**src/ptp_pkg.sv**
```systemverilog
// ----------------------------------------------------------------------------
// ptp_pkg
// Shared constants, types and helpers for the prize target probability block.
// ----------------------------------------------------------------------------
package ptp_pkg;

  localparam int MAX_TARGET = 8191;
  localparam int DEPTH      = MAX_TARGET + 1;
  localparam int ADDR_W     = $clog2(DEPTH);
  localparam int DATA_W     = 32;
  localparam int RAW_W      = 18;
  localparam int Q_W        = 17;
  localparam int PRIZE_W    = 16;
  localparam int TARGET_W   = 13;
  localparam int OUT_W      = 17;
  localparam int OUT_SHIFT  = 14;
  localparam int FRAC_W     = 16;
  localparam int PROD_W     = DATA_W + Q_W;

  localparam logic [DATA_W-1:0]   STORE_ONE    = 32'h4000_0000;
  localparam logic [Q_W-1:0]      PROB_ONE     = 17'h10000;
  localparam logic [TARGET_W-1:0] TARGET_RESET = 13'd5000;

  typedef enum logic [2:0] {
    S_IDLE,
    S_TOP,
    S_LOAD,
    S_WALK,
    S_DRAIN,
    S_FINAL,
    S_CLEAR
  } state_t;

  // one walk step handed to the update pipeline
  typedef struct packed {
    logic              valid;
    logic [ADDR_W-1:0] addr;
    logic              to_top;
    logic              use_low;
  } issue_t;

  typedef struct packed {
    logic              en;
    logic [ADDR_W-1:0] addr;
    logic [DATA_W-1:0] data;
  } mem_wr_t;

  function automatic logic [ADDR_W-1:0] cap_target(input logic [TARGET_W-1:0] target);
    if (32'(target) > MAX_TARGET) begin
      return ADDR_W'(MAX_TARGET);
    end
    return ADDR_W'(target);
  endfunction

  // negative clamps to zero, above one saturates
  function automatic logic [Q_W-1:0] clamp_prob(input logic signed [RAW_W-1:0] raw);
    if (raw[RAW_W-1]) begin
      return '0;
    end else if (raw[Q_W-1:0] > PROB_ONE) begin
      return PROB_ONE;
    end
    return raw[Q_W-1:0];
  endfunction

endpackage

```
**src/ptp_update.sv**
```systemverilog
// ----------------------------------------------------------------------------
// ptp_update
// Walk pipeline: scales the read entries, writes back, sums the capped entry.
// ----------------------------------------------------------------------------
module ptp_update (
  input  logic                         clk,
  input  logic                         rst,
  input  ptp_pkg::issue_t              issue,
  input  logic [ptp_pkg::Q_W-1:0]      q,
  input  logic                         load_acc,
  input  logic [ptp_pkg::DATA_W-1:0]   rd_data_a,
  input  logic [ptp_pkg::DATA_W-1:0]   rd_data_b,
  output ptp_pkg::mem_wr_t             wr,
  output logic [ptp_pkg::DATA_W-1:0]   acc,
  output logic                         busy
);
  import ptp_pkg::*;

  // stage 1: aligned with the read data
  logic              v1;
  logic [ADDR_W-1:0] p1;
  logic              top1;
  logic              low1;

  // stage 2: products
  logic              v2;
  logic [ADDR_W-1:0] p2;
  logic              top2;
  logic [DATA_W-1:0] d2;
  logic [DATA_W-1:0] mv_a2;
  logic [DATA_W-1:0] mv_b2;

  logic [PROD_W-1:0] prod_a;
  logic [PROD_W-1:0] prod_b;

  assign prod_a = PROD_W'(rd_data_a) * PROD_W'(q);
  assign prod_b = PROD_W'(rd_data_b) * PROD_W'(q);

  always_ff @(posedge clk) begin
    if (rst) begin
      v1 <= 1'b0;
      v2 <= 1'b0;
    end else begin
      v1 <= issue.valid;
      v2 <= v1;
    end
  end

  always_ff @(posedge clk) begin
    p1    <= issue.addr;
    top1  <= issue.to_top;
    low1  <= issue.use_low;
    p2    <= p1;
    top2  <= top1;
    d2    <= rd_data_a;
    mv_a2 <= prod_a[FRAC_W +: DATA_W];
    // mass flowing in from the entry one prize below
    mv_b2 <= low1 ? prod_b[FRAC_W +: DATA_W] : '0;
  end

  always_ff @(posedge clk) begin
    if (load_acc) begin
      acc <= rd_data_a;
    end else if (v2 && top2) begin
      acc <= acc + mv_a2;
    end
  end

  always_comb begin
    wr.en   = v2;
    wr.addr = p2;
    wr.data = d2 - mv_a2 + mv_b2;
  end

  assign busy = v1 | v2;

endmodule

```
**config.mk**
```make
export PLATFORM = sky130hd
export DESIGN_NAME = ptp_update
export DESIGN_NICKNAME = d
export VERILOG_FILES = /design/src/ptp_pkg.sv /design/src/ptp_update.sv
export SDC_FILE = /design/constraint.sdc
export NUM_CORES = 2
export LEC_CHECK = 0
export ABC_CLOCK_PERIOD_IN_PS = 7900
export BUFFER_PORTS_ARGS = -buffer_cell sky130_fd_sc_hd__buf_2
export CAP_MARGIN = 20
export CELL_PAD_IN_SITES_DETAIL_PLACEMENT = 1
export CELL_PAD_IN_SITES_GLOBAL_PLACEMENT = 1
export CORE_ASPECT_RATIO = 0.7
export CORE_MARGIN = 3
export CORE_UTILIZATION = 30
export DETAILED_ROUTE_END_ITERATION = 8
export PLACE_DENSITY_LB_ADDON = 0.1
export SYNTH_ARGS = -nofsm -noshare
export SYNTH_HDL_FRONTEND = slang
export SYNTH_SLANG_ARGS = --single-unit
```
**constraint.sdc**
```tcl
create_clock -name clk -period 7.9 [get_ports clk]
set_input_delay 1.185 -clock clk [delete_from_list [all_inputs] [get_ports clk]]
set_output_delay 1.185 -clock clk [all_outputs]
set_load 0.01 [all_outputs]
```
==> flow_metrics.tcl <==
set metrics [dict create \
    status "finished, final reports clean" \
    synth_cell_types 80 \
    clk_latency_ns 0.50 \
    maxCapViolCount 0 \
    cts_buffers 17 \
    finalSetupViolCount 0 \
    wl_per_cell_um 21.1 \
    yosysWarnings 0 \
    hold_viol_final 0 \
    first_iter_violations 1548 \
    critPathKind "primary input to flop" \
    critPathMaxStageDelay_ns 0.55 \
    synthTopCellsByArea "fa_1 (44%), inv_1 (11%), ha_1 (8.9%)" \
    cp_cell_sequence "buf_2 > buf_4 > buf_4 > nand2_1 > fa_1 > inv_1 > fa_1 > fa_1 > fa_1 > fa_1 > inv_1 > fa_1 > inv_1 > ha_1 > a21o_1 > a21oi_1 > o21ai_0 > a31oi_1 > a21oi_1 > a221oi_1 > xnor2_1 > and2_1" \
    clkTransAtPathRegs_ns 0.09 \
    drive_gt1_share_pct 8.04 \
    dp_hpwl_mm 118 \
    syn_avg_cell_area_um2 8.76 \
    core_um2 137000 \
    initial_core_util_pct 30.5 \
    clock_sinks 159 \
    num-fill-cells 16100 \
    fp.dieArea_um2 144000 \
    cp_max_fo 20 \
    crit_arrival_ns 7.95 \
    drtAntennaViolNets 0 \
    slew_headroom_pct 37.3 \
    tritoncts "built" \
    grt_pass1_wl_mm 224 \
    htree_levels 4 \
    synth_enable_flop_cells 32 \
    final_cells 6769 \
    synth_top_area_share_pct 44.2 \
    finalCritPeriodShare_pct 95.5 \
    io_pins 179 \
    gp_congestion 0.822 \
    antenna_found_initial 15 \
    critPathBufInv 6 \
    dp.cells 6732 \
    synth_seq_cells 159 \
    grt_pass1_vias 36200 \
    synthMostInstantiatedCell "inv_1" \
    clockRootBuffer "clkbuf_16" \
    overflow 0 \
    min_period_ns 7.55 \
    yosysSeqAreaShare_pct 8.37 \
    grt_max_degree 46 \
    utilization_pct 33.7 \
    cp_slowest_cell "fa_1" \
    grtUsageTotal_pct 20.6 \
    rsz0062_at_grt "false" \
    crit_family "adder cells" \
    end_kind "flop" \
    multi_input_area_um2 33000 \
    io_buffers 178 \
    layout.nets 6232 \
    drv_slew 0 \
    skew_ns 0.0266 \
    drt-vias-per-instance 4.65 \
    crit_top_cell "fa_1" \
    syn_to_final_growth_pct 10.3 \
    cp-start-kind "primary input" \
    die_y_um 318 \
    async_reset_ff_share_pct 0 \
    syn_area_um2 41800 \
    die_w_um 452 \
    regArea_um2 3500 \
    rows 113 \
    worst_pin_slew_ns 0.932 \
    synthesis.nets 6098 \
    netlist_top_cells_count "inv_1 (1176), fa_1 (924), nand2_1 (783), and2_1 (428), ha_1 (297)" \
    synth_ff_type "dfxtp_1" \
    yosys.area.top_type "fa_1" \
    synthCells 4777 \
    drt_first_pass_iters 6 \
    drc_errors 0 \
    fmax_mhz 133 \
    cts_buffer_depth 2 \
    routed_wl_mm 143 \
    hp-class "flop to flop" \
    worst_ep_required_time_ns 8.30 \
    vias 31500 \
]
==> through the flow <==
step / setup slack, ns / TNS (ns) / hold WS (ns) / instance area, um^2
floorplan: 0.742 / 0 / 0.310 / 41800
global placement: -0.143 / -0.744 / 0.310 / 45600
detailed placement: -0.162 / -1.09 / 0.313 / 45600
CTS: 0.380 / 0 / 0.329 / 46100
global route: 0.000740 / 0 / 0.333 / 46100
finish: 0.353 / 0 / 0.328 / 46200
==> routing by layer <==
metal  part of all wire, %  GRT usage, %  up-vias
met4                   1.5          3.12        2
met3                   4.1          2.49       84
met2                    45          33.2      535
li1                      -             -    14400
met1                    49          29.9    16500
met5                0.0091             0        -
==> state kept, by name, indices dropped and copies added, names as in the netlist <==
name and cells:
top2 1, p2 13, low1 1, acc 32, v2 1, p1 13
mv_a2 32, d2 32, v1 1, mv_b2 32, top1 1
==> repair_timing <==
item / CTS / global route
gates resized for setup: 0 / 3
setup endpoints to repair: 0 / 2
hold buffers: 0 / 0
buffers inserted: 0 / 0
==> worst paths after layout <==
check | from | cells past startpoint | slack, ns | to
max | q[11] | 22 | 0.35 | mv_b2[26]
max reg2reg | acc[1] | 10 | 4.07 | acc[27]
min | p1[7] | 0 | 0.33 | p2[7]
min reg2reg | p1[7] | 0 | 0.33 | p2[7]
==> cell families (layout without fill, tap and decap cells) <==
group / Yosys count / after routing / share of synthesized area, %
mux: 5 / 5 / 0.129
flops: 159 / 159 / 8.37
buf+inv: 1400 / 1547 / 12.6
other cells: 0 / 5 / 0
fa+ha+maj: 1221 / 1221 / 53.1
compound gates: 452 / 452 / 7.05
simple gates: 1419 / 1419 / 16.2
xor+xnor: 121 / 121 / 2.53
==> layout by cell type, fill, tap and decap left out, drive strengths merged, types with 16 or more instances in the layout <==
cell and instances:
xor2 45, fa 924, buf 339, nor2b 16, o21ai 87, nand3 29, a21oi 130, o21a 22
ha 297, a31oi 25, dfxtp 127, nand4 24, edfxtp 32, and3 25, inv 1181, nand2 783
nor2 61, clkbuf 21, and2 428, xnor2 76, a21o 87
==> layout make-up <==
cell class / count / share of cell area [%]
Multi-Input combinational cell: 3218 / 71.6
Inverter: 1176 / 9.56
Sequential cell: 159 / 7.59
Timing Repair Buffer: 339 / 5.00
Tap cell: 1840 / 4.99
Clock buffer: 21 / 1.04
Clock inverter: 11 / 0.201
Antenna cell: 5 / 0.0271
Power is not shown: default switching activity piles up to over one toggle a cycle in this logic, so the estimate is an artifact.
