<file path="config.mk">
export PLATFORM = sky130hd
export DESIGN_NAME = ptp_ctrl
export DESIGN_NICKNAME = d
export VERILOG_FILES = /design/src/ptp_pkg.sv /design/src/ptp_ctrl.sv
export SDC_FILE = /design/constraint.sdc
export NUM_CORES = 1
export LEC_CHECK = 0
export ABC_AREA = 1
export BUFFER_PORTS_ARGS = -buffer_cell sky130_fd_sc_hd__buf_2
export CAP_MARGIN = 20
export CORE_ASPECT_RATIO = 1.2
export CORE_MARGIN = 5
export CORE_UTILIZATION = 52
export DETAILED_ROUTE_END_ITERATION = 10
export PLACE_DENSITY_LB_ADDON = 0.08
export SLEW_MARGIN = 20
export SYNTH_ARGS = -nofsm -noshare
export SYNTH_HDL_FRONTEND = slang
export SYNTH_SLANG_ARGS = --single-unit
</file>
<file path="constraint.sdc">
create_clock -name clk -period 3.2 [get_ports clk]
set_clock_uncertainty 0.15 [all_clocks]
set_input_delay 0.16 -clock clk [delete_from_list [all_inputs] [get_ports clk]]
set_output_delay 0.16 -clock clk [all_outputs]
set_load 0.05 [all_outputs]
</file>
<file path="src/ptp_pkg.sv">
// ----------------------------------------------------------------------------
// ptp_pkg
// Shared constants, types and helpers for the prize target probability block.
// ----------------------------------------------------------------------------
package ptp_pkg;

  localparam int MAX_TARGET = 8191;
  localparam int DEPTH      = MAX_TARGET + 1;
  localparam int ADDR_W     = $clog2(DEPTH);
  localparam int DATA_W     = 32;
  localparam int RAW_W      = 18;
  localparam int Q_W        = 17;
  localparam int PRIZE_W    = 16;
  localparam int TARGET_W   = 13;
  localparam int OUT_W      = 17;
  localparam int OUT_SHIFT  = 14;
  localparam int FRAC_W     = 16;
  localparam int PROD_W     = DATA_W + Q_W;

  localparam logic [DATA_W-1:0]   STORE_ONE    = 32'h4000_0000;
  localparam logic [Q_W-1:0]      PROB_ONE     = 17'h10000;
  localparam logic [TARGET_W-1:0] TARGET_RESET = 13'd5000;

  typedef enum logic [2:0] {
    S_IDLE,
    S_TOP,
    S_LOAD,
    S_WALK,
    S_DRAIN,
    S_FINAL,
    S_CLEAR
  } state_t;

  // one walk step handed to the update pipeline
  typedef struct packed {
    logic              valid;
    logic [ADDR_W-1:0] addr;
    logic              to_top;
    logic              use_low;
  } issue_t;

  typedef struct packed {
    logic              en;
    logic [ADDR_W-1:0] addr;
    logic [DATA_W-1:0] data;
  } mem_wr_t;

  function automatic logic [ADDR_W-1:0] cap_target(input logic [TARGET_W-1:0] target);
    if (32'(target) > MAX_TARGET) begin
      return ADDR_W'(MAX_TARGET);
    end
    return ADDR_W'(target);
  endfunction

  // negative clamps to zero, above one saturates
  function automatic logic [Q_W-1:0] clamp_prob(input logic signed [RAW_W-1:0] raw);
    if (raw[RAW_W-1]) begin
      return '0;
    end else if (raw[Q_W-1:0] > PROB_ONE) begin
      return PROB_ONE;
    end
    return raw[Q_W-1:0];
  endfunction

endpackage

</file>
<file path="src/ptp_ctrl.sv">
// ----------------------------------------------------------------------------
// ptp_ctrl
// Sequencer: accepts items, walks the store, emits results, clears the store.
// ----------------------------------------------------------------------------
module ptp_ctrl (
  input  logic                               clk,
  input  logic                               rst,
  input  logic                               start,
  input  logic signed [ptp_pkg::RAW_W-1:0]   visit_probability,
  input  logic [ptp_pkg::PRIZE_W-1:0]        stop_prize,
  input  logic                               last_stop,
  input  logic                               cfg_we,
  input  logic [ptp_pkg::TARGET_W-1:0]       cfg_wdata,
  input  logic [ptp_pkg::DATA_W-1:0]         acc,
  input  logic                               upd_busy,
  output logic                               busy,
  output ptp_pkg::issue_t                    issue,
  output logic [ptp_pkg::Q_W-1:0]            q,
  output logic                               load_acc,
  output logic [ptp_pkg::ADDR_W-1:0]         rd_addr_a,
  output logic [ptp_pkg::ADDR_W-1:0]         rd_addr_b,
  output ptp_pkg::mem_wr_t                   wr,
  output logic                               done,
  output logic [ptp_pkg::OUT_W-1:0]          reach_probability
);
  import ptp_pkg::*;

  state_t              state;
  state_t              state_next;
  logic [TARGET_W-1:0] prize_target;
  logic [ADDR_W-1:0]   top_idx;
  logic [ADDR_W-1:0]   p;
  logic [ADDR_W-1:0]   p_next;
  logic [ADDR_W-1:0]   clr_cnt;
  logic [ADDR_W-1:0]   clr_cnt_next;
  logic [PRIZE_W-1:0]  prize;
  logic                last;
  logic                skip;
  logic                accept;

  assign top_idx = cap_target(prize_target);
  assign accept  = start && (state == S_IDLE);
  assign busy    = (state != S_IDLE);

  always_ff @(posedge clk) begin
    if (rst) begin
      state <= S_CLEAR;
    end else begin
      state <= state_next;
    end
  end

  always_comb begin
    state_next   = state;
    p_next       = p;
    clr_cnt_next = clr_cnt;
    load_acc     = 1'b0;
    wr.en        = 1'b0;
    wr.addr      = top_idx;
    wr.data      = acc;
    unique case (state)
      S_IDLE: begin
        if (accept) begin
          state_next = S_TOP;
        end
      end
      S_TOP: begin
        state_next = S_LOAD;
      end
      S_LOAD: begin
        load_acc = 1'b1;
        p_next   = top_idx - 1'b1;
        state_next = skip ? S_FINAL : S_WALK;
      end
      S_WALK: begin
        if (p == '0) begin
          state_next = S_DRAIN;
        end else begin
          p_next = p - 1'b1;
        end
      end
      S_DRAIN: begin
        if (!upd_busy) begin
          state_next = S_FINAL;
        end
      end
      S_FINAL: begin
        wr.en = 1'b1;
        if (last) begin
          state_next   = S_CLEAR;
          clr_cnt_next = '0;
        end else begin
          state_next = S_IDLE;
        end
      end
      S_CLEAR: begin
        wr.en   = 1'b1;
        wr.addr = clr_cnt;
        wr.data = (clr_cnt == '0) ? STORE_ONE : '0;
        if (clr_cnt == ADDR_W'(DEPTH - 1)) begin
          state_next = S_IDLE;
        end else begin
          clr_cnt_next = clr_cnt + 1'b1;
        end
      end
      default: begin
        state_next = S_CLEAR;
      end
    endcase
    // a new target restarts the route from a cleared store
    if (cfg_we) begin
      state_next   = S_CLEAR;
      clr_cnt_next = '0;
    end
  end

  always_ff @(posedge clk) begin
    if (rst) begin
      prize_target <= TARGET_RESET;
      clr_cnt      <= '0;
      done         <= 1'b0;
    end else begin
      if (cfg_we) begin
        prize_target <= cfg_wdata;
      end
      clr_cnt <= clr_cnt_next;
      done    <= (state == S_FINAL) && last;
    end
  end

  always_ff @(posedge clk) begin
    p <= p_next;
    if (accept) begin
      q     <= clamp_prob(visit_probability);
      prize <= stop_prize;
      last  <= last_stop;
    end
    if (state == S_TOP) begin
      skip <= (prize == '0) || (q == '0) || (top_idx == '0);
    end
    if (state == S_FINAL) begin
      reach_probability <= acc[OUT_SHIFT +: OUT_W];
    end
  end

  always_comb begin
    issue.valid   = (state == S_WALK);
    issue.addr    = p;
    issue.use_low = PRIZE_W'(p) >= prize;
    issue.to_top  = PRIZE_W'(top_idx - p) <= prize;
    rd_addr_a     = (state == S_WALK) ? p : top_idx;
    rd_addr_b     = p - prize[ADDR_W-1:0];
  end

endmodule

</file>
==> results of run 1 <==
## final cells by class
class / count / area [um^2] / area share [%]
Inverter: 167 / 626.9 / 6.973
Tap cell: 161 / 201.4 / 2.241
Multi-Input combinational cell: 587 / 3368 / 37.47
Timing Repair Buffer: 305 / 1943 / 21.61
Sequential cell: 95 / 2552 / 28.39
Clock inverter: 6 / 68.82 / 0.7655
Clock buffer: 10 / 229.0 / 2.547
## logic make-up (layout without fill, tap and decap cells)
logic type,count (synthesis),count (layout),share of synthesized area (%)
adders and majority gates,47,47,9.341
xor gates and xnor gates,28,28,3.799
AOI/OAI and AO/OA,127,127,10.87
and+or+nand+nor,385,385,25.43
DFF,95,95,39.53
buffers and inverters,182,488,11.03
## state kept, by name (all words and copies together) (netlist names)
| register | count |
|---|---|
| q | 17 |
| prize_target | 13 |
| last | 1 |
| skip | 1 |
| state | 3 |
| done | 1 |
| clr_cnt | 13 |
| prize | 16 |
| p | 13 |
| reach_probability | 17 |
## per-stage QoR
step / power [mW] / util (%) / cell area (um^2)
final: 3.580 / 74.23 / 8990
after global routing: 3.744 / 74.23 / 8990
after CTS: 3.555 / 73.36 / 8885
after detailed placement: 2.390 / 64.64 / 7829
after global placement: 2.385 / 64.64 / 7829
after floorplan: 2.108 / - / 6459
## repair_timing
action                                 in CTS  in global routing
buffers inserted                            2                  3
pin swaps                                   2                 11
gates cloned                                0                  0
endpoints found under the hold margin      63                  0
gates resized for setup                    15                 23
setup endpoints to repair                   1                  3
hold buffers                               65                  0
## worst min path at each step
| stage | start | to | slack [ps] | depth (start not counted) |
|---|---|---|---|---|
| 2_1_floorplan | last_stop | last$_DFFE_PP_ | 110 | 0 |
| 3_3_place_gp | stop_prize[0] | prize[0]$_DFFE_PP_ | 190 | 1 |
| 3_5_place_dp | stop_prize[6] | prize[6]$_DFFE_PP_ | 190 | 1 |
| 4_1_cts | cfg_we | prize_target[8]$_SDFFE_PP1P_ | 6 | 2 |
| 5_1_grt | cfg_wdata[4] | prize_target[4]$_SDFFE_PP0P_ | 30 | 3 |
| 6_report | cfg_we | prize_target[8]$_SDFFE_PP1P_ | 20 | 2 |
## power breakdown
part	leakage, nW	switching (mW)	total, mW	internal, mW
combinational	3.62	0.767	1.13	0.361
clock	0.143	0.477	1.09	0.612
sequential	0.836	0.0266	1.36	1.34
total	4.59	1.27	3.58	2.31
## metal layers
layer  vias up  global-route usage [%]  share of wire [%]
li1       3405                       -                  -
met1      3160                   31.33                 37
met4         0                   10.14                3.2
met3        59                   5.877                7.2
met5         -                       0                  0
met2       289                   51.50                 52
## cells in the final DEF (no fill, tap or decap), types with 9 or more instances in the layout
cell             n
a21oi_1         45
buf_2          208
buf_4           30
clkbuf_16        9
dfxtp_1         30
dlygate4sd3_1   65
edfxtp_1        65
ha_1            38
inv_1          157
inv_2            9
nand2_1        170
nand2_2         11
nand3_1         36
nand4_1         18
nor2_1         110
nor3_1          11
nor4_1           9
o21ai_0         44
o21ai_1          9
xor2_1          20
==> metrics.md, run 1 <==
| Metric | Value |
|---|---|
| Htree depth | `3` |
| Worst slew pin tran | `around 630 ps` |
| Worst slack, placed | `154.3 ps` |
| Largest stage delay, worst path | `~440 ps` |
| Cells after synthesis | `around 860` |
| Static leakage | `4.595 nW` |
| Final Max Slew Viols | `0` |
| Worst Setup SP | `p[0]$_DFFE_PP_` |
| Synth unique cells | `39` |
| # DRC | `0` |
| Fill count | `a little under 1000` |
| Tot GR Track Use | `27.90%` |
| Yosys synthesis warning count | `0` |
| Non-Filler Instances | `roughly 1300` |
| Crit-path cells | `ha_4, fa_2, inv_2, nand3_2, nand2_2, nand2_2, nand2_2, a21oi_2, xnor2_1, ha_1, nand2_2, nor4_4, nand2_1, nand2_1, nand2_2, buf_8` |
| Clock period minus worst slack | `approximately 3200 ps` |
| Port buffer count | `209` |
| CP max-delay cell | `edfxtp_1` |
| First-pass GRT wire length | `33060 um` |
| I/O pin cnt | `210` |
| Ys async rst share | `0%` |
| CP required | `just under 3000 ps` |
| Critical path's top delay family | `adder cells` |
| CP endpoint kind | `primary output` |
| Number of clock sinks | `95` |
| Critical path's most frequent cell | `nand2_2` |
| Clock transition at the registers of the reported paths | `around 70 ps` |
| Reg2Reg Capture Point | `p[8]$_DFFE_PP_` |
| R2R depth | `9` |
| Most frequent cells after synthesis | `nand2_1, inv_1, nor2_1` |
| TritonCTS clock tree | `yes` |
| Worst setup endpoint | `issue[1]` |
| Drt pass-1 iters | `5` |
| Largest net degree at the start of global routing | `33` |
| Primary FF master, synth | `edfxtp_1` |
| Flops & latches, synth | `95` |
| Post-synthesis sequential area ratio | `between 30% and 40%` |
| Core Rows | `44` |
| Setup TNS | `-46.12 ps` |
| Die ar. | `0.01475 mm^2` |
| Antenna cells | `0` |
| EDFF count, synth | `65` |
| CORE AREA | `between 0.01 and 0.015 mm^2` |
| Number of max-cap violations | `0` |
| Reg2Reg Launch Point | `state[2]$_SDFFE_PP1P_` |
| Max IR drop VDD | `approximately 340 uV` |
| Post-synth top area share | `a little under a third` |
| Initial antenna violation count | `0` |
| Setup ws final | `-46.12 ps` |
| Die width | `around 110 um` |
| Unrepaired setup endpoints after global routing | `yes` |
| Worst-Skew Late Latency | `roughly 340 ps` |
| Setup Viol. Count Final | `1` |
| Critical Path Source Type | `flip-flop` |
| Tcrit/Tclk final | `101.4%` |
| DRT Wirelength | `approximately 21000 um` |
| WHS | `between 15 and 20 ps` |
| Cell Pwr Density | `about 400 mW/mm^2` |
| Starting Density | `between 50% and 60%` |
| Slew HR | `57.73%` |
| Die height | `132.1 um` |
| Min-delay worst type | `in2reg` |
| Routed via count | `just under 7000` |
| Synth area leader | `edfxtp_1` |
| Critical path depth in cells | `16` |
| Synthesized Nets | `around 1000` |
| Mapped Avg Cell Area | `around 7.5 um^2` |
| Status | `finished with violations` |
| RD Place Congestion | `0.9365` |
| Placed insts | `around 1200` |
| Total gr overflow | `0` |
| Critical path class | `reg2out` |
| Starting DRC count in detailed routing | `522` |
| Leading post-synthesis cells by cell area | `edfxtp_1, nand2_1, inv_1, dfxtp_1, ha_1` |
| CP max FO | `3` |
| ANT nets after route | `0` |
| Buf/Inv on CP | `2` |
| Most common cell in the netlist | `nand2_1` |
| Clock buffer depth | `2` |
| Cts bufs inserted | `9` |
| Layout cells sized above 1 | `between 20% and 30%` |
| FMAX | `around 0.3 GHz` |
| WL per Instance | `about 16 um` |
| HPWL Detailed | `around 16000 um` |
| CP arrival | `2940 ps` |
| Final Hold Vio Count | `0` |
| Vias in the first global route | `roughly 6700` |
| Area Overhead vs Synth | `39.24%` |
| Drt via density | `around 5.2` |
| Root buffer cell | `clkbuf_16` |
| Mapped cell area | `about 0.0065 mm^2` |
| Failing checks | `setup timing` |
| Nets | `between 1000 and 1500` |
| Flop2flop setup slack | `860 ps` |
No activity file was read; power rests on OpenSTA's default activity.
==> inputs of run 2 (changes only) <==
--- a/config.mk
+++ b/config.mk
@@ -5,12 +5,13 @@
 export SDC_FILE = /design/constraint.sdc
 export NUM_CORES = 1
 export LEC_CHECK = 0
-export ABC_AREA = 1
+export ABC_AREA = 0
+export ABC_CLOCK_PERIOD_IN_PS = 3200
 export BUFFER_PORTS_ARGS = -buffer_cell sky130_fd_sc_hd__buf_2
-export CAP_MARGIN = 20
+export CAP_MARGIN = 40
 export CORE_ASPECT_RATIO = 1.2
 export CORE_MARGIN = 5
-export CORE_UTILIZATION = 52
+export CORE_UTILIZATION = 51
 export DETAILED_ROUTE_END_ITERATION = 10
 export PLACE_DENSITY_LB_ADDON = 0.08
 export SLEW_MARGIN = 20
==> run 2 against run 1 <==
The run still ends with setup timing left. Highest routed layer unchanged. Critical endpoint unchanged. Clock power barely moved. Wire length fell by 11%. Clock-buffer cell count did not move.
==> metrics.md, run 2 <==
| Metric | Value |
|---|---|
| HPWL Detailed | `14420 um (was 15910 um)` |
| Vias in the first global route | `6003 (was 6710)` |
| Clock transition at the registers of the reported paths | `70 ps (about the same)` |
| Final core occ | `74.91% (was 74.23%)` |
| I/O pin cnt | `210 (unchanged)` |
| Clock period minus worst slack | `3588 ps (was 3246 ps)` |
| Drt via density | `5.317 (was 5.194)` |
| Critical path class | `reg2out (unchanged)` |
| Crit-path cells | `ha_2, fa_2, nor2b_2, o2111ai_1, nand3_1, a31o_2, a21oi_2, xnor2_1, ha_1, nand2_1, o21ai_0, a21oi_1, or2_2, o211ai_1, o21ai_4, buf_6 (was ha_4, fa_2, inv_2, nand3_2, nand2_2, nand2_2, nand2_2, a21oi_2, xnor2_1, ha_1, nand2_2, nor4_4, nand2_1, nand2_1, nand2_2, buf_8)` |
| CP max-delay cell | `edfxtp_1 (unchanged)` |
| CORE AREA | `0.01162 mm^2 (was 0.01211 mm^2)` |
| Slew HR | `44.69% (was 57.73%)` |
| Mapped Avg Cell Area | `9.146 um^2 (was 7.472 um^2)` |
| Nets | `1113 (was 1297)` |
| Worst slack, placed | `-132.4 ps (was 154.3 ps)` |
| Worst slew pin tran | `829.7 ps (was 632.5 ps)` |
| Largest net degree at the start of global routing | `34 (was 33)` |
| Critical Path Source Type | `flip-flop (unchanged)` |
| Failing checks | `setup timing (unchanged)` |
| Reg2Reg Launch Point | `state[0]$_SDFFE_PP0P_ (was state[2]$_SDFFE_PP1P_)` |
| CP max FO | `2 (was 3)` |
| Total gr overflow | `0 (unchanged)` |
| Final Max Slew Viols | `0 (unchanged)` |
| Tcrit/Tclk final | `112.1% (was 101.4%)` |
| Buf/Inv on CP | `1 (was 2)` |
| Largest stage delay, worst path | `410 ps (was 440 ps)` |
| Commonest non-fill, non-tap cells in the layout | `buf_2, nand2_1, dlygate4sd3_1, edfxtp_1, buf_4 (was buf_2, nand2_1, inv_1, nor2_1)` |
| TritonCTS clock tree | `yes (unchanged)` |
| Area Overhead vs Synth | `43.14% (was 39.24%)` |
| Number of max-cap violations | `0 (unchanged)` |
| Drt pass-1 iters | `6 (was 5)` |
| Leading post-synthesis cells by cell area | `edfxtp_1, dfxtp_1, ha_1, and2_1, nand2_1 (was edfxtp_1, nand2_1, inv_1, dfxtp_1, ha_1)` |
| Most frequent cells after synthesis | `nand2_1, edfxtp_1, nor2_1 (was nand2_1, inv_1, nor2_1)` |
| Synth area leader | `edfxtp_1 (unchanged)` |
| RD Place Congestion | `0.9288 (was 0.9365)` |
| CP endpoint kind | `primary output (unchanged)` |
| Die ar. | `0.01422 mm^2 (was 0.01475 mm^2)` |
| Flop2flop setup slack | `540 ps (was 860 ps)` |
| Root buffer cell | `clkbuf_16 (unchanged)` |
| Die width | `109.7 um (was 111.7 um)` |
| Cts bufs inserted | `9 (unchanged)` |
| Routed via count | `6083 (was 6913)` |
| Die height | `129.6 um (was 132.1 um)` |
| Synth unique cells | `58 (was 39)` |
| Setup Viol. Count Final | `1 (unchanged)` |
| Reg2Reg Capture Point | `p[12]$_DFFE_PP_ (was p[8]$_DFFE_PP_)` |
| Mapped cell area | `0.006082 mm^2 (was 0.006456 mm^2)` |
| CP required | `2890 ps (about the same)` |
| Most common cell after layout, fill and taps aside | `buf_2 (unchanged)` |
| Setup ws final | `-387.9 ps (was -46.12 ps)` |
| FMAX | `0.2787 GHz (was 0.3081 GHz)` |
| CP arrival | `3280 ps (was 2940 ps)` |
| Worst hold stages | `2 (unchanged)` |
| Hold Startpoint | `rst (was cfg_we)` |
| Htree depth | `3 (unchanged)` |
| Post-synth top area share | `32.09% (was 30.23%)` |
| Synthesized Nets | `797 (was 996)` |
| Max IR drop VDD | `277.1 uV (was 337.9 uV)` |
| Cells after synthesis | `665 (was 864)` |
| Starting Density | `52.34% (was 53.31%)` |
| Post-synthesis sequential area ratio | `41.97% (was 39.53%)` |
| Number of clock sinks | `95 (unchanged)` |
| Cell Pwr Density | `330.1 mW/mm^2 (was 398.2 mW/mm^2)` |
| Layout cells sized above 1 | `31.74% (was 26.67%)` |
| Port buffer count | `209 (unchanged)` |
| Unrepaired setup endpoints after global routing | `yes (unchanged)` |
| Yosys synthesis warning count | `0 (unchanged)` |
| Static leakage | `4.063 nW (was 4.595 nW)` |
| Worst-Skew Late Latency | `340 ps (about the same)` |
| DRT Wirelength | `18950 um (was 21330 um)` |
| Hold Path End | `prize_target[11]$_SDFFE_PP0P_ (was prize_target[8]$_SDFFE_PP1P_)` |
| Min-delay worst type | `in2reg (unchanged)` |
| Flops & latches, synth | `95 (unchanged)` |
| Core Rows | `43 (was 44)` |
| ANT nets after route | `0 (unchanged)` |
| WL per Instance | `16.56 um (was 16.03 um)` |
| Critical path's top delay family | `adder cells (unchanged)` |
| First-pass GRT wire length | `28680 um (was 33060 um)` |
| Tot GR Track Use | `25.93% (was 27.90%)` |
| R2R depth | `8 (was 9)` |
| Status | `finished with violations (unchanged)` |
| Final Hold Vio Count | `0 (unchanged)` |
| Ys async rst share | `0% (unchanged)` |
| Biggest regs | `q x17, reach_probability x17, prize x16 (unchanged)` |
| EDFF count, synth | `65 (unchanged)` |
| # DRC | `0 (unchanged)` |
| Clock buffer depth | `2 (unchanged)` |
| Initial antenna violation count | `0 (unchanged)` |
| Primary FF master, synth | `edfxtp_1 (unchanged)` |
| Most common cell in the netlist | `nand2_1 (unchanged)` |
| Starting DRC count in detailed routing | `290 (was 522)` |
==> run 2: cell types whose count changed after synthesis, sizes merged, moves of 8 or more <==
| cell | previous run | this run |
|---|---|---|
| xor2 | 20 | 9 |
| nor2 | 119 | 51 |
| nor2b | 0 | 15 |
| and2 | 0 | 48 |
| nand2b | 0 | 10 |
| nand2 | 181 | 70 |
| inv | 166 | 49 |
| mux2i | 0 | 8 |
| xnor2 | 8 | 28 |
| nand3 | 40 | 22 |
| o21ai | 61 | 34 |
==> run 2: per-stage QoR <==
step	instance area, um^2	power, mW	hold slack (ps)	setup TNS (ps)	cells
6_report	8706	2.874	15.83	-387.9	1144
5_1_grt	8703	2.989	11.09	-628.3	1143
4_1_cts	8613	2.886	3.248	-465.5	1139
3_5_place_dp	7624	1.736	188.5	-132.4	1055
3_3_place_gp	7624	1.725	188.3	-50.31	1055
2_1_floorplan	6118	1.590	108.6	-237.7	665
==> run 2: final cells by class <==
type                            instances  area (um^2)
Multi-Input combinational cell        498         3349
Tap cell                              157        196.4
Inverter                               49        183.9
Fill cell                             905         2915
Timing Repair Buffer                  328         2123
Sequential cell                        95         2554
Clock buffer                           10        229.0
Antenna cell                            1        2.502
Clock inverter                          6        67.56
==> run 2: layer usage <==
| metal | track usage (%) | routed length, um | vias up |
|---|---|---|---|
| met2 | 48.51 | 10480 | 224 |
| li1 | - | - | 2979 |
| met5 | 0 | 0 | - |
| met4 | 9.685 | 484 | 0 |
| met1 | 28.39 | 6887 | 2841 |
| met3 | 5.431 | 1099 | 39 |
==> run 2: what timing repair did <==
action                                  in CTS  in global routing
hold buffers                                65                  0
setup buffers                                3                  6
hold endpoints to repair                    64                  0
endpoints found under the setup margin       2                  7
pin swaps                                    5                 10
resized for setup                            6                 20
==> run 2: cell families after synthesis <==
group	count (synthesis)	share of synthesized area, %
buffers and inverters	72	4.546
AND/OR/NAND/NOR	285	24.60
multiplexers	8	1.317
XOR/XNOR	37	5.328
flip-flops	95	41.97
AO/OA/AOI/OAI	121	12.32
adder cells (fa/ha/maj)	47	9.916
==> run 2: worst max-delay path by stage <==
stage | from | endpoint | slack [ps] | depth (start not counted)
after global routing | p[0]$_DFFE_PP_ | issue[1] | -630 | 15
final | p[0]$_DFFE_PP_ | issue[1] | -390 | 16
after CTS | p[0]$_DFFE_PP_ | issue[1] | -470 | 15
after global placement | p[0]$_DFFE_PP_ | issue[1] | -50 | 16
after detailed placement | p[1]$_DFFE_PP_ | issue[1] | -130 | 16
after floorplan | p[0]$_DFFE_PP_ | issue[1] | -240 | 14
==> run 2: report_power, final <==
group	internal, mW	leakage, nW	switching, mW	total, mW
clock	0.611	0.141	0.477	1.09
combinational	0.222	3.09	0.232	0.454
sequential	1.32	0.831	0.0104	1.33
total	2.16	4.06	0.719	2.87
==> inputs of run 3 (changes only) <==
--- a/config.mk
+++ b/config.mk
@@ -11,10 +11,11 @@
 export CAP_MARGIN = 40
 export CORE_ASPECT_RATIO = 1.2
 export CORE_MARGIN = 5
-export CORE_UTILIZATION = 51
+export CORE_UTILIZATION = 35
 export DETAILED_ROUTE_END_ITERATION = 10
 export PLACE_DENSITY_LB_ADDON = 0.08
 export SLEW_MARGIN = 20
 export SYNTH_ARGS = -nofsm -noshare
 export SYNTH_HDL_FRONTEND = slang
 export SYNTH_SLANG_ARGS = --single-unit
+export TNS_END_PERCENT = 100
==> run 3 against run 2 <==
The flow still finishes with violations (setup timing). Global-route usage is 6.8 points lower. Maximum frequency is 1.5% lower. Sequential power hardly changed. Clock power is 6% lower. Non-clock buffer count is 4 lower. Die area is 42% higher. Sequential share of layout area hardly changed.
==> metrics.md, run 3 (synthesized netlist as in run 2, its figures left out) <==
| Metric | Value |
|---|---|
| Tcrit/Tclk final | `113.8% (was 112.1%)` |
| Commonest non-fill, non-tap cells in the layout | `buf_2, nand2_1, edfxtp_1, dlygate4sd3_1, buf_4 (was buf_2, nand2_1, dlygate4sd3_1, edfxtp_1, buf_4)` |
| Setup ws final | `-441.0 ps (was -387.9 ps)` |
| CORE AREA | `0.01698 mm^2 (was 0.01162 mm^2)` |
| Initial antenna violation count | `0 (unchanged)` |
| Failing checks | `setup timing (unchanged)` |
| CP endpoint kind | `primary output (unchanged)` |
| Starting Density | `35.82% (was 52.34%)` |
| Final Max Slew Viols | `0 (unchanged)` |
| DRT Wirelength | `19620 um (was 18950 um)` |
| Clock period minus worst slack | `3641 ps (was 3588 ps)` |
| Cell Pwr Density | `324.6 mW/mm^2 (was 330.1 mW/mm^2)` |
| Critical path class | `reg2out (unchanged)` |
| WL per Instance | `16.38 um (was 16.56 um)` |
| Clock transition at the registers of the reported paths | `70 ps (about the same)` |
| Critical path's most frequent cell | `nor2_2` |
| M1 WL | `7920 um (was 6887 um)` |
| Max IR drop VDD | `200.4 uV (was 277.1 uV)` |
| TritonCTS clock tree | `yes (unchanged)` |
| Min-delay worst type | `in2reg (unchanged)` |
| Crit-path cells | `ha_2, fa_2, nor2b_4, nor2_2, o21ai_2, a31oi_1, o31ai_1, xor2_1, ha_1, nand4_1, nor2_2, nand3_2, o211ai_1, o21ai_4, buf_6 (was ha_2, fa_2, nor2b_2, o2111ai_1, nand3_1, a31o_2, a21oi_2, xnor2_1, ha_1, nand2_1, o21ai_0, a21oi_1, or2_2, o211ai_1, o21ai_4, buf_6)` |
| Final Hold Vio Count | `0 (unchanged)` |
| Worst-Skew Late Latency | `350 ps (was 340 ps)` |
| Routed via count | `5916 (was 6083)` |
| Number of clock sinks | `95 (unchanged)` |
| Starting DRC count in detailed routing | `271 (was 290)` |
| Core Rows | `52 (was 43)` |
| Area Overhead vs Synth | `43.06% (was 43.14%)` |
| Unrepaired setup endpoints after global routing | `yes (unchanged)` |
| I/O pin cnt | `210 (unchanged)` |
| Met2 wire len | `9842 um (was 10480 um)` |
| Critical path's top delay family | `adder cells (unchanged)` |
| DR top layer | `met4 (unchanged)` |
| Wire length on met3 | `1407 um (was 1099 um)` |
| Number of max-cap violations | `0 (unchanged)` |
| Worst slew pin tran | `829.3 ps (was 829.7 ps)` |
| Die ar. | `0.02012 mm^2 (was 0.01422 mm^2)` |
| Most common cell after layout, fill and taps aside | `buf_2 (unchanged)` |
| CP max-delay cell | `edfxtp_1 (unchanged)` |
| HPWL Detailed | `15520 um (was 14420 um)` |
| Port buffer count | `209 (unchanged)` |
| Cts bufs inserted | `9 (unchanged)` |
| CP arrival | `3330 ps (was 3280 ps)` |
| Worst slack, placed | `-242.2 ps (was -132.4 ps)` |
| WHS | `6.590 ps (was 15.83 ps)` |
| Total gr overflow | `0 (unchanged)` |
| Htree depth | `3 (unchanged)` |
| FMAX | `0.2747 GHz (was 0.2787 GHz)` |
| Biggest regs | `q x17, reach_probability x17, prize x16 (unchanged)` |
| Antenna cells | `0 (was 1)` |
| Largest stage delay, worst path | `390 ps (was 410 ps)` |
| Die width | `130.3 um (was 109.7 um)` |
| First-pass GRT wire length | `30370 um (was 28680 um)` |
| Status | `finished with violations (unchanged)` |
| CP max FO | `2 (unchanged)` |
| Largest net degree at the start of global routing | `35 (was 34)` |
| Clock buffer depth | `2 (unchanged)` |
| Static leakage | `4.027 nW (was 4.063 nW)` |
| Setup Viol. Count Final | `1 (unchanged)` |
| Vias in the first global route | `6056 (was 6003)` |
| Drt via density | `4.938 (was 5.317)` |
| Nets | `1109 (was 1113)` |
| Tot GR Track Use | `19.10% (was 25.93%)` |
| Die height | `154.4 um (was 129.6 um)` |
| ANT nets after route | `0 (unchanged)` |
| # DRC | `0 (unchanged)` |
| Slew HR | `44.72% (was 44.69%)` |
| Drt pass-1 iters | `4 (was 6)` |
| Critical Path Source Type | `flip-flop (unchanged)` |
| Layout cells sized above 1 | `31.36% (was 31.74%)` |
| RD Place Congestion | `0.9057 (was 0.9288)` |
| Buf/Inv on CP | `1 (unchanged)` |
| Root buffer cell | `clkbuf_16 (unchanged)` |
| CP required | `2890 ps (about the same)` |
==> run 3: cell count changes in the layout (fill, tap and decap cells not counted), sizes merged <==
cell,before,now
diode,1,0
buf,263,260
inv,51,52
bufinv,1,0
dlygate4sd3,65,64
==> run 3: tightest hold or removal path, cell delays in order <==
cell,delay (ps)
buf_2,80
mux2i_1,60
nor2_1,160
==> run 3: what timing repair did <==
| action | in CTS | in global routing |
|---|---|---|
| resized for setup | 5 | 12 |
| hold endpoints to repair | 63 | 0 |
| setup buffers | 0 | 1 |
| pin swaps | 4 | 5 |
| hold buffers | 64 | 0 |
| endpoints found under the setup margin | 1 | 5 |
==> run 3: path summary, 6_finish.rpt <==
check	startpoint	endpoint	slack, ps	cells after the start
setup reg to reg	state[2]$_SDFFE_PP1P_	p[10]$_DFFE_PP_	440	8
setup / recovery	p[0]$_DFFE_PP_	issue[1]	-440	15
hold reg to reg	clr_cnt[12]$_SDFFE_PP0P_	clr_cnt[12]$_SDFFE_PP0P_	380	2
hold / removal	cfg_wdata[6]	prize_target[6]$_SDFFE_PP0P_	7	3
==> run 3: cell type report <==
cell class | count | area (um^2)
Clock inverter | 6 | 51.30
Timing Repair Buffer | 324 | 2078
Multi-Input combinational cell | 498 | 3334
Fill cell | 1600 | 8280
Tap cell | 216 | 270.3
Sequential cell | 95 | 2554
Inverter | 49 | 183.9
Clock buffer | 10 | 229.0
==> run 3: metal layers <==
metal / GRT usage (%) / vias to the layer above
met1: 22.46 / 2702
met3: 3.587 / 29
met4: 6.467 / 0
met5: 0 / -
li1: - / 2974
met2: 34.45 / 211
==> run 3: power by group <==
group | total [mW] | leakage (nW) | internal [mW] | switching [mW]
registers | 1.33 | 0.831 | 1.32 | 0.0118
logic | 0.458 | 3.06 | 0.222 | 0.236
clock network | 1.03 | 0.134 | 0.539 | 0.494
total | 2.82 | 4.03 | 2.08 | 0.742
==> run 3: through the flow <==
stage	TNS [ps]	instance area [um^2]	utilization [%]	instances	total power, mW
floorplan	-237.7	6118	-	665	1.590
global placement	-132.3	7725	45.49	1117	1.745
detailed placement	-242.2	7725	45.49	1117	1.751
CTS	-528.8	8662	51.01	1197	2.861
global route	-639.2	8701	51.24	1198	2.958
finish	-441.0	8701	51.24	1198	2.824
